===== config.mk =====
export PLATFORM = sky130hd
export DESIGN_NAME = modbus_rtu_slave_register_server
export DESIGN_NICKNAME = d
export VERILOG_FILES = /design/src/sv/mrs_pkg.sv /design/src/sv/modbus_rtu_slave_register_server.sv /design/src/sv/mrs_front.sv /design/src/sv/mrs_back.sv
export SDC_FILE = /design/constraint.sdc
export NUM_CORES = 2
export LEC_CHECK = 0
export BUFFER_PORTS_ARGS = -buffer_cell sky130_fd_sc_hd__buf_2
export CAP_MARGIN = 10
export CORE_MARGIN = 1.5
export CORE_UTILIZATION = 63
export DETAILED_ROUTE_END_ITERATION = 12
export PLACE_DENSITY_LB_ADDON = 0.25
export SYNTH_ARGS = -nofsm -noshare
export SYNTH_HDL_FRONTEND = slang
export SYNTH_MEMORY_MAX_BITS = 65536
export SYNTH_SLANG_ARGS = --single-unit

===== constraint.sdc =====
create_clock -name clk -period 5.2 [get_ports clk]
set_clock_uncertainty 0.05 [all_clocks]
set_input_delay 1.04 -clock clk [delete_from_list [all_inputs] [get_ports clk]]
set_output_delay 1.04 -clock clk [all_outputs]
set_load 0.01 [all_outputs]

===== src/sv/mrs_pkg.sv =====
// ----------------------------------------------------------------------------
// mrs_pkg
// Shared types, constants and the CRC-16 step for the register server.
// ----------------------------------------------------------------------------
package mrs_pkg;

    localparam logic [15:0] CRC_INIT   = 16'hFFFF;
    localparam logic [15:0] CRC_POLY   = 16'hA001;
    localparam logic [7:0]  ADDR_RESET = 8'd1;
    localparam logic [7:0]  FN_READ_HOLD   = 8'd3;
    localparam logic [7:0]  FN_READ_INPUT  = 8'd4;
    localparam logic [7:0]  FN_WRITE_MULTI = 8'd16;
    localparam int          HDR_BYTES     = 7;
    localparam int          READ_FRAME_LEN = 8;
    localparam int          WR_DATA_POS    = 7;
    localparam int          WR_FRAME_BASE  = 9;

    typedef struct packed {
        logic        kind;
        logic [7:0]  frame_byte;
        logic        frame_end;
        logic [5:0]  reg_index;
        logic [15:0] reg_value;
    } item_t;

    typedef struct packed {
        logic [7:0] tx_byte;
        logic       tx_last;
    } result_t;

    typedef enum logic {
        OP_BYTE,
        OP_SET
    } op_t;

    typedef struct packed {
        logic  valid;
        op_t   op;
        item_t item;
    } qif_t;

    typedef enum logic [3:0] {
        ST_IDLE,
        ST_JUDGE,
        ST_WR_A,
        ST_WR_B,
        ST_WR_C,
        ST_TX_ADDR,
        ST_TX_FN,
        ST_TX_CNT,
        ST_TX_RD,
        ST_TX_HI,
        ST_TX_LO,
        ST_TX_CRCL,
        ST_TX_CRCH
    } st_t;

    function automatic logic [15:0] crc_feed(input logic [15:0] crc_in, input logic [7:0] b);
        logic [15:0] c;
        c = crc_in ^ {8'h00, b};
        for (int k = 0; k < 8; k++)
        begin
            if (c[0])
                c = (c >> 1) ^ CRC_POLY;
            else
                c = c >> 1;
        end
        return c;
    endfunction

endpackage


===== src/sv/modbus_rtu_slave_register_server.sv =====
// The back end takes each queued byte while idle; a frame end leads to a judge
// state, then a write passes through WR_A, WR_B and WR_C per register and a read
// reply sends 3 header bytes, 2 bytes per register word and 2 CRC bytes.
// Throughput: one item per cycle while the back end is idle; the 2-deep queue
// raises busy once both entries fill while a frame is judged, written or answered.
// Reset clears registers to zero, address to 1; results cannot be stalled.
// ----------------------------------------------------------------------------
// modbus_rtu_slave_register_server
// Top level: command front end, queue, and register server back end.
// ----------------------------------------------------------------------------
module modbus_rtu_slave_register_server #(
    parameter int REG_COUNT     = 64,
    parameter int FRAME_BYTES   = 256,
    parameter int MAX_READ_REGS = 29
) (
    input  logic              clk,
    input  logic              rst_n,
    input  logic              start,
    input  mrs_pkg::item_t    item,
    output logic              busy,
    input  logic              wr_en,
    input  logic [7:0]        wr_data,
    output mrs_pkg::result_t  result,
    output logic              result_valid
);

    mrs_pkg::qif_t q_head;
    logic          q_pop;

    mrs_front #(.REG_COUNT(REG_COUNT)) u_front (
        .clk    (clk),
        .rst_n  (rst_n),
        .start  (start),
        .item   (item),
        .busy   (busy),
        .q_head (q_head),
        .q_pop  (q_pop)
    );

    mrs_back #(
        .REG_COUNT     (REG_COUNT),
        .FRAME_BYTES   (FRAME_BYTES),
        .MAX_READ_REGS (MAX_READ_REGS)
    ) u_back (
        .clk          (clk),
        .rst_n        (rst_n),
        .q_head       (q_head),
        .q_pop        (q_pop),
        .wr_en        (wr_en),
        .wr_data      (wr_data),
        .result       (result),
        .result_valid (result_valid)
    );

endmodule


===== src/sv/mrs_front.sv =====
// ----------------------------------------------------------------------------
// mrs_front
// Accepts items, classifies them and queues them (two deep) for the back end.
// ----------------------------------------------------------------------------
module mrs_front #(
    parameter int REG_COUNT = 64
) (
    input  logic             clk,
    input  logic             rst_n,
    input  logic             start,
    input  mrs_pkg::item_t   item,
    output logic             busy,
    output mrs_pkg::qif_t    q_head,
    input  logic             q_pop
);

    mrs_pkg::op_t   op_mem [2];
    mrs_pkg::item_t it_mem [2];
    logic       wp_reg, wp_next;
    logic       rp_reg, rp_next;
    logic [1:0] fill_reg, fill_next;
    logic       accept, keep, pop;

    assign busy   = (fill_reg == 2'd2);
    assign accept = start && !busy;
    // out-of-range register sets are dropped here
    assign keep   = accept && !(item.kind && (32'(item.reg_index) >= REG_COUNT));
    assign pop    = q_pop && (fill_reg != 2'd0);

    always_comb
    begin
        wp_next   = wp_reg ^ keep;
        rp_next   = rp_reg ^ pop;
        fill_next = fill_reg + {1'b0, keep} - {1'b0, pop};
    end

    always_ff @(posedge clk or negedge rst_n)
    begin
        if (!rst_n)
        begin
            wp_reg   <= 1'b0;
            rp_reg   <= 1'b0;
            fill_reg <= 2'd0;
        end
        else
        begin
            wp_reg   <= wp_next;
            rp_reg   <= rp_next;
            fill_reg <= fill_next;
        end
    end

    always_ff @(posedge clk)
    begin
        if (keep)
        begin
            op_mem[wp_reg] <= item.kind ? mrs_pkg::OP_SET : mrs_pkg::OP_BYTE;
            it_mem[wp_reg] <= item;
        end
    end

    assign q_head.valid = (fill_reg != 2'd0);
    assign q_head.op    = op_mem[rp_reg];
    assign q_head.item  = it_mem[rp_reg];

endmodule


===== src/sv/mrs_back.sv =====
// ----------------------------------------------------------------------------
// mrs_back
// Frame assembly, CRC check, request judging, register writes and replies.
// ----------------------------------------------------------------------------
module mrs_back #(
    parameter int REG_COUNT     = 64,
    parameter int FRAME_BYTES   = 256,
    parameter int MAX_READ_REGS = 29
) (
    input  logic              clk,
    input  logic              rst_n,
    input  mrs_pkg::qif_t     q_head,
    output logic              q_pop,
    input  logic              wr_en,
    input  logic [7:0]        wr_data,
    output mrs_pkg::result_t  result,
    output logic              result_valid
);

    localparam int RIDX_W = $clog2(REG_COUNT);
    localparam int REM_W  = $clog2(REG_COUNT + 1);
    localparam int FB_W   = $clog2(FRAME_BYTES);
    localparam int CNT_W  = $clog2(FRAME_BYTES + 2);

    mrs_pkg::st_t st_reg, st_next;

    logic [7:0]  fs_mem [FRAME_BYTES];
    logic [15:0] h_mem  [REG_COUNT];
    logic [15:0] i_mem  [REG_COUNT];
    logic [REG_COUNT-1:0] hvalid_reg, ivalid_reg;

    logic [7:0]  hdr_reg [mrs_pkg::HDR_BYTES];
    logic [7:0]  addr_reg;
    logic [CNT_W-1:0] cnt_reg, cnt_next;
    logic [15:0] crc_reg, crc_next;
    logic [15:0] txcrc_reg, txcrc_next;
    logic [RIDX_W-1:0] ra_reg, ra_next;
    logic [REM_W-1:0]  rem_reg, rem_next;
    logic [FB_W-1:0]   ptr_reg, ptr_next;
    logic [7:0]  hi_reg, hi_next;
    logic [7:0]  lo_reg, lo_next;
    logic        bank_reg, bank_next;
    logic [7:0]  out_byte_reg, out_byte_next;
    logic        out_last_reg, out_last_next;
    logic        out_valid_reg, out_valid_next;

    logic [7:0]  fs_rd_reg;
    logic [15:0] h_rd_reg, i_rd_reg;
    logic        hv_rd_reg, iv_rd_reg;

    logic        pop_byte, pop_set, fs_we, h_we;
    logic [15:0] fn_start, fn_qty, rd_word;
    logic        span_ok, frame_ok, wr_ok, rd_ok;
    logic [7:0]  emit_byte;
    logic        emit;

    assign q_pop    = (st_reg == mrs_pkg::ST_IDLE) && q_head.valid;
    assign pop_byte = q_pop && (q_head.op == mrs_pkg::OP_BYTE);
    assign pop_set  = q_pop && (q_head.op == mrs_pkg::OP_SET);
    assign fs_we    = pop_byte && (cnt_reg < CNT_W'(FRAME_BYTES));
    assign h_we     = (st_reg == mrs_pkg::ST_WR_C);

    assign fn_start = {hdr_reg[2], hdr_reg[3]};
    assign fn_qty   = {hdr_reg[4], hdr_reg[5]};
    assign span_ok  = (fn_qty != 16'd0) && (32'(fn_start) < REG_COUNT)
                   && ((17'(fn_start) + 17'(fn_qty)) <= 17'(REG_COUNT));
    assign frame_ok = (cnt_reg <= CNT_W'(FRAME_BYTES))
                   && (cnt_reg >= CNT_W'(mrs_pkg::READ_FRAME_LEN))
                   && (crc_reg == 16'h0000) && (hdr_reg[0] == addr_reg) && span_ok;
    assign wr_ok    = (hdr_reg[1] == mrs_pkg::FN_WRITE_MULTI)
                   && (17'(hdr_reg[6]) == {1'b0, fn_qty[14:0], 1'b0}) && !fn_qty[15]
                   && (10'(cnt_reg) == (10'(mrs_pkg::WR_FRAME_BASE) + 10'(hdr_reg[6])));
    assign rd_ok    = ((hdr_reg[1] == mrs_pkg::FN_READ_HOLD)
                    || (hdr_reg[1] == mrs_pkg::FN_READ_INPUT))
                   && (cnt_reg == CNT_W'(mrs_pkg::READ_FRAME_LEN))
                   && (32'(fn_qty) <= MAX_READ_REGS);
    assign rd_word  = bank_reg ? (iv_rd_reg ? i_rd_reg : 16'h0000)
                               : (hv_rd_reg ? h_rd_reg : 16'h0000);

    // next state
    always_comb
    begin
        st_next = st_reg;
        case (st_reg)
            mrs_pkg::ST_IDLE:
                if (pop_byte && q_head.item.frame_end)
                    st_next = mrs_pkg::ST_JUDGE;
            mrs_pkg::ST_JUDGE:
                if (frame_ok && wr_ok)
                    st_next = mrs_pkg::ST_WR_A;
                else if (frame_ok && rd_ok)
                    st_next = mrs_pkg::ST_TX_ADDR;
                else
                    st_next = mrs_pkg::ST_IDLE;
            mrs_pkg::ST_WR_A:    st_next = mrs_pkg::ST_WR_B;
            mrs_pkg::ST_WR_B:    st_next = mrs_pkg::ST_WR_C;
            mrs_pkg::ST_WR_C:
                st_next = (rem_reg == REM_W'(1)) ? mrs_pkg::ST_IDLE : mrs_pkg::ST_WR_A;
            mrs_pkg::ST_TX_ADDR: st_next = mrs_pkg::ST_TX_FN;
            mrs_pkg::ST_TX_FN:   st_next = mrs_pkg::ST_TX_CNT;
            mrs_pkg::ST_TX_CNT:  st_next = mrs_pkg::ST_TX_RD;
            mrs_pkg::ST_TX_RD:   st_next = mrs_pkg::ST_TX_HI;
            mrs_pkg::ST_TX_HI:   st_next = mrs_pkg::ST_TX_LO;
            mrs_pkg::ST_TX_LO:
                st_next = (rem_reg == REM_W'(1)) ? mrs_pkg::ST_TX_CRCL : mrs_pkg::ST_TX_RD;
            mrs_pkg::ST_TX_CRCL: st_next = mrs_pkg::ST_TX_CRCH;
            mrs_pkg::ST_TX_CRCH: st_next = mrs_pkg::ST_IDLE;
            default:             st_next = mrs_pkg::ST_IDLE;
        endcase
    end

    // datapath and outputs
    always_comb
    begin
        cnt_next      = cnt_reg;
        crc_next      = crc_reg;
        txcrc_next    = txcrc_reg;
        ra_next       = ra_reg;
        rem_next      = rem_reg;
        ptr_next      = ptr_reg;
        hi_next       = hi_reg;
        lo_next       = lo_reg;
        bank_next     = bank_reg;
        out_byte_next = out_byte_reg;
        out_last_next = 1'b0;
        emit          = 1'b0;
        emit_byte     = 8'h00;
        case (st_reg)
            mrs_pkg::ST_IDLE:
                if (pop_byte)
                begin
                    if (cnt_reg <= CNT_W'(FRAME_BYTES))
                        cnt_next = cnt_reg + CNT_W'(1);
                    crc_next = mrs_pkg::crc_feed(crc_reg, q_head.item.frame_byte);
                end
            mrs_pkg::ST_JUDGE:
            begin
                cnt_next   = '0;
                crc_next   = mrs_pkg::CRC_INIT;
                txcrc_next = mrs_pkg::CRC_INIT;
                ra_next    = RIDX_W'(fn_start);
                rem_next   = REM_W'(fn_qty);
                ptr_next   = FB_W'(mrs_pkg::WR_DATA_POS);
                bank_next  = (hdr_reg[1] == mrs_pkg::FN_READ_INPUT);
            end
            mrs_pkg::ST_WR_A:
                ptr_next = ptr_reg + FB_W'(1);
            mrs_pkg::ST_WR_B:
            begin
                hi_next  = fs_rd_reg;
                ptr_next = ptr_reg + FB_W'(1);
            end
            mrs_pkg::ST_WR_C:
            begin
                ra_next  = ra_reg + RIDX_W'(1);
                rem_next = rem_reg - REM_W'(1);
            end
            mrs_pkg::ST_TX_ADDR:
            begin
                emit      = 1'b1;
                emit_byte = addr_reg;
            end
            mrs_pkg::ST_TX_FN:
            begin
                emit      = 1'b1;
                emit_byte = hdr_reg[1];
            end
            mrs_pkg::ST_TX_CNT:
            begin
                emit      = 1'b1;
                emit_byte = {fn_qty[6:0], 1'b0};
            end
            mrs_pkg::ST_TX_RD: ;
            mrs_pkg::ST_TX_HI:
            begin
                emit      = 1'b1;
                emit_byte = rd_word[15:8];
                lo_next   = rd_word[7:0];
            end
            mrs_pkg::ST_TX_LO:
            begin
                emit      = 1'b1;
                emit_byte = lo_reg;
                ra_next   = ra_reg + RIDX_W'(1);
                rem_next  = rem_reg - REM_W'(1);
            end
            mrs_pkg::ST_TX_CRCL:
            begin
                emit      = 1'b1;
                emit_byte = txcrc_reg[7:0];
            end
            mrs_pkg::ST_TX_CRCH:
            begin
                emit          = 1'b1;
                emit_byte     = txcrc_reg[15:8];
                out_last_next = 1'b1;
            end
            default: ;
        endcase
        out_valid_next = emit;
        if (emit)
            out_byte_next = emit_byte;
        if (emit && (st_reg != mrs_pkg::ST_TX_CRCL) && (st_reg != mrs_pkg::ST_TX_CRCH))
            txcrc_next = mrs_pkg::crc_feed(txcrc_reg, emit_byte);
    end

    always_ff @(posedge clk or negedge rst_n)
    begin
        if (!rst_n)
        begin
            st_reg        <= mrs_pkg::ST_IDLE;
            addr_reg      <= mrs_pkg::ADDR_RESET;
            cnt_reg       <= '0;
            crc_reg       <= mrs_pkg::CRC_INIT;
            out_valid_reg <= 1'b0;
            out_last_reg  <= 1'b0;
            hvalid_reg    <= '0;
            ivalid_reg    <= '0;
        end
        else
        begin
            st_reg        <= st_next;
            cnt_reg       <= cnt_next;
            crc_reg       <= crc_next;
            out_valid_reg <= out_valid_next;
            out_last_reg  <= out_last_next;
            if (wr_en)
                addr_reg <= wr_data;
            if (h_we)
                hvalid_reg[ra_reg] <= 1'b1;
            if (pop_set)
                ivalid_reg[RIDX_W'(q_head.item.reg_index)] <= 1'b1;
        end
    end

    always_ff @(posedge clk)
    begin
        txcrc_reg    <= txcrc_next;
        ra_reg       <= ra_next;
        rem_reg      <= rem_next;
        ptr_reg      <= ptr_next;
        hi_reg       <= hi_next;
        lo_reg       <= lo_next;
        bank_reg     <= bank_next;
        out_byte_reg <= out_byte_next;
        if (pop_byte && (cnt_reg < CNT_W'(mrs_pkg::HDR_BYTES)))
            hdr_reg[cnt_reg[2:0]] <= q_head.item.frame_byte;
    end

    // memories
    always_ff @(posedge clk)
    begin
        if (fs_we)
            fs_mem[cnt_reg[FB_W-1:0]] <= q_head.item.frame_byte;
        fs_rd_reg <= fs_mem[ptr_reg];
    end

    always_ff @(posedge clk)
    begin
        if (h_we)
            h_mem[ra_reg] <= {hi_reg, fs_rd_reg};
        h_rd_reg  <= h_mem[ra_reg];
        hv_rd_reg <= hvalid_reg[ra_reg];
    end

    always_ff @(posedge clk)
    begin
        if (pop_set)
            i_mem[RIDX_W'(q_head.item.reg_index)] <= q_head.item.reg_value;
        i_rd_reg  <= i_mem[ra_reg];
        iv_rd_reg <= ivalid_reg[ra_reg];
    end

    assign result.tx_byte = out_byte_reg;
    assign result.tx_last = out_last_reg;
    assign result_valid   = out_valid_reg;

endmodule


==> metrics list <==
- Total of hold buffers inserted after clock tree synthesis: 0
- The first detailed-routing pass took 6 iterations.
- Fill cells in the final layout number around 15k.
- For the pin with the worst max-slew slack, the measured transition is about 1.3 ns.
* Max Freq: 231 MHz
- The slowest stage of the critical path belongs to the cell sky130_fd_sc_hd__nor2_1.
- At the worst endpoint, the arrival time is ~4.8 ns.
- Routed via count: between 90k and 100k
- Post-CTS setup buffers: 0
- Net Sw Power: 24.8 mW
- Dominant delay contributor by cell family on the critical path: simple AND/OR/NAND/NOR gates
- The share of total power dissipated in sequential elements is ~50%.
- Headroom to the max-slew limit came out at 13.1%.
* Number of core rows: 190
* Proportion of synthesized area in mux cells: around a tenth
- Pins Over Slew Limit: 0
* Leakage power total: approximately 60 nW
- The number of endpoints with negative hold slack in the final report is 0.
- H-tree depth: 5
* Maximum buffer depth of the clock tree: 4
- Average cell area after synthesis: 20.1 µm²
- After synthesis, the largest family of logic cells by area is multiplexers.
- The initial antenna violation count was 13.
* Largest cells by area after synthesis: sky130_fd_sc_hd__edfxtp_1 (76%), sky130_fd_sc_hd__mux4_2 (9.0%), sky130_fd_sc_hd__a22oi_1 (2.9%)
* Basic-gate share of the synthesized area counting and, or, nand and nor cells: 2.92%
* Port Buffers: 54
- In this run the worst path has a maximum fanout of 16.
- After synthesis, the netlist uses 71 different library cells.
* Area Overhead vs Synth: 12.1%
- Multi-input gate area in the final layout: roughly 34,000 µm²
- The tightest min-delay check is of the in -> async type.
- Prior to clock tree synthesis, the placed netlist has a worst setup slack of between 0.8 and 0.9 ns.
- The tree is rooted in a sky130_fd_sc_hd__clkbuf_16.
- Final Critical Period: between 4 and 5 ns
- Walking the worst path, the cells encountered are nor4_1 -> o21ai_0 -> a211oi_4 -> and3b_1 -> nand2_1 -> nor2_1.
* Proportion of total power due to net switching: roughly 27%
* Net count of the mapped netlist: ~8.5k
- Via count of the first global-routing pass: 88.5k
- Relative contribution of the clock network to total power: around 34%
* Layout Nets: roughly 8.9k
* Placeable core area: between 200,000 and 300,000 µm²
- Post-synthesis xor/xnor area fraction: less than 1%
- Length of routed wiring on met1: roughly 160,000 µm
- First-pass GRT wire length: approximately 640,000 µm
- Gates resized, CTS repair: 0
* Share of the cycle needed by the critical path after routing: between 80% and 90%
- Yosys Warn Count: 0
- The die covers ~270,000 µm².
- Iteration-0 DRC count of the detailed router: about 14k
* Drc violations: 0
- Seq. cell area: 134,000 µm²
- Of the synthesized area, sequential elements account for between 70% and 80%.
- The run finished with clean final reports.
- Total routing usage reported by global routing: 32.6%
* Post-synthesis share of cell area spent on full adders, half adders and majority gates: less than 1%
- Share of async-settable or async-resettable flops after synthesis: under 10%
- Number of buffer and inverter instances along the worst setup path: 0
* Type of the worst setup path: reg -> reg
- Worst EP required: ~5.7 ns
- In this run the power density over the cells is around 480 nW/µm².
* Library cell with the largest summed area after synthesis: sky130_fd_sc_hd__edfxtp_1
- Kind of start point of the critical path: flop
- Final-layout setup total negative slack: 0 ns
* Most frequent standard cell in the layout excluding fill and tap cells: sky130_fd_sc_hd__edfxtp_1
* Type of element capturing the critical path: flop
* Number of I/O pins: 55
- On the worst path, the slowest cell contributes a delay of 0.83 ns.
* Number of sinks driven by the clock tree: 4,491
* RSZ-0062 raised after global routing: no
- The worst-case IR drop observed on VDD is 0.000527 V.
* Number of synthesized flops with an enable pin: between 4k and 5k
- Portion of total power attributed to combinational logic: 16.8%
- Post-synthesis instance area: around 170,000 µm²
- Across the run, the number of max-cap violations was 0.
- Max FFs per register: approximately 2k
* Met3 Routed Length: roughly 50,000 µm
- Entering global routing, the biggest net connects between 150 and 200 pins.
* Commonest non-fill, non-tap cells in the layout: sky130_fd_sc_hd__edfxtp_1 (4,278), sky130_fd_sc_hd__mux4_2 (678), sky130_fd_sc_hd__a22oi_1 (664)
- Clock network latency to the later pin of the worst-skew pair: approximately 0.92 ns
- After synthesis, the largest area contributor takes up approximately three quarters of total cell area.
- For this block, the routed nets add up to between 400,000 and 500,000 µm of wire.
- Wire length on met2: about 210,000 µm
- Antenna violation net count after detailed routing: 0
- Clock tree synthesis inserted a total of 425 buffers.
* Vias/cell: slightly above 7
- Fraction of the mapped netlist area in compound gates: slightly below 7%
- Highest signal layer in the routed design: met5
* Mean routed wirelength per cell: 34.8 µm
- The congestion estimate from routability-driven global placement came to approximately 0.90.
* Placed wire-length estimate after detailed placement: 250,000 µm
- In the synthesized netlist the dominant register cell turns out to be sky130_fd_sc_hd__edfxtp_1.
- Die span in y: 521 µm
- Initial core utilization: roughly 63%
- Synth Register Bits: ~4.5k
- Clock tree from TritonCTS: built
* Total gr overflow: 0
* Worst path setup slack after routing: 0.873 ns
- Setup violations remaining at the end of the flow were counted as 0.
- Layout cell share with drive strength beyond 1: 21.8%
* Die boundary width: 521 µm
* Post-Synthesis Cells: between 8k and 9k
* Design internal power: between 60 and 70 mW
- Clock transition at the registers of the reported paths: about 0.060 ns
* Post-route total power: just over 90 mW
[power by group through the flow]
stage          Clock [mW]  Combinational (mW)  Sequential (mW)
3_5_place_dp            0                15.0             45.8
3_3_place_gp            0                14.6             45.7
2_1_floorplan           0                8.09             45.9
6_report             30.5                15.3             45.1
5_1_grt              32.0                15.9             45.1
4_1_cts              30.7                15.1             45.0
[through the flow]
step           cell area [µm²]  hold WS (ns)  util, %  cells
2_1_floorplan           169000         0.390        -   8422
3_3_place_gp            176000         0.401     65.8  11925
3_5_place_dp            176000         0.403     65.8  11926
4_1_cts                 190000         0.152     70.9  12707
5_1_grt                 190000         0.171     70.9  12710
6_report                190000         0.151     70.9  12715
[cell usage after synthesis (42+ instances only)]
master and count:
sky130_fd_sc_hd__edfxtp_1 4278, sky130_fd_sc_hd__mux4_2 678, sky130_fd_sc_hd__a22oi_1 664, sky130_fd_sc_hd__nor2_1 437, sky130_fd_sc_hd__clkbuf_1 343, sky130_fd_sc_hd__a22o_1 225
sky130_fd_sc_hd__a221oi_1 217, sky130_fd_sc_hd__a31oi_1 205, sky130_fd_sc_hd__dfrtp_1 154, sky130_fd_sc_hd__or2_2 132, sky130_fd_sc_hd__nand2_1 121, sky130_fd_sc_hd__buf_1 109
sky130_fd_sc_hd__a21oi_1 107, sky130_fd_sc_hd__nand4_1 73, sky130_fd_sc_hd__nand3_1 68, sky130_fd_sc_hd__xnor2_1 56, sky130_fd_sc_hd__nor4_1 51, sky130_fd_sc_hd__buf_2 49
sky130_fd_sc_hd__xor2_1 48, sky130_fd_sc_hd__dfxtp_1 42
[area by class of cell]
class / count / area share (%)
Timing Repair Buffer: 468 / 2.13
Clock buffer: 571 / 6.15
Tap cell: 3552 / 2.34
Clock inverter: 210 / 1.06
Inverter: 22 / 0.0435
Antenna cell: 6 / 0.00792
Multi-Input combinational cell: 3395 / 17.8
Sequential cell: 4491 / 70.5
[kinds of logic (layout without fill, tap and decap cells)]
family	after synthesis	count (layout)
flip-flops	4491	4491
AO/OA/AOI/OAI	1519	1519
AND/OR/NAND/NOR	1014	1014
multiplexers	726	726
buffers and inverters	536	1271
XOR/XNOR	106	106
adder cells (fa/ha/maj)	30	30
other	0	6
[metal layers]
metal	up-vias	GRT usage (%)
met5	-	0
met4	6	13.8
met1	46851	45.1
li1	36021	-
met2	7071	52.0
met3	1033	5.82
[path summary, 6_finish.rpt]
check / startpoint / endpoint / slack (ns) / cells past startpoint
worst min register to register: u_back.ivalid_reg[12] / u_back.ivalid_reg[12] / 0.42 / 1
worst max-delay path: u_back.st_reg[1] / u_back.fs_mem[108][4] / 0.87 / 6
min in group clk: item[3] / u_front.it_mem[0][3] / 0.25 / 1
worst max register to register: u_back.st_reg[1] / u_back.fs_mem[108][4] / 0.87 / 6
max in group asynchronous: rst_n / u_back.crc_reg[8] / 3.86 / 2
worst min-delay path: rst_n / u_back.hvalid_reg[40] / 0.15 / 1
Power figures use the tool's default switching activity.
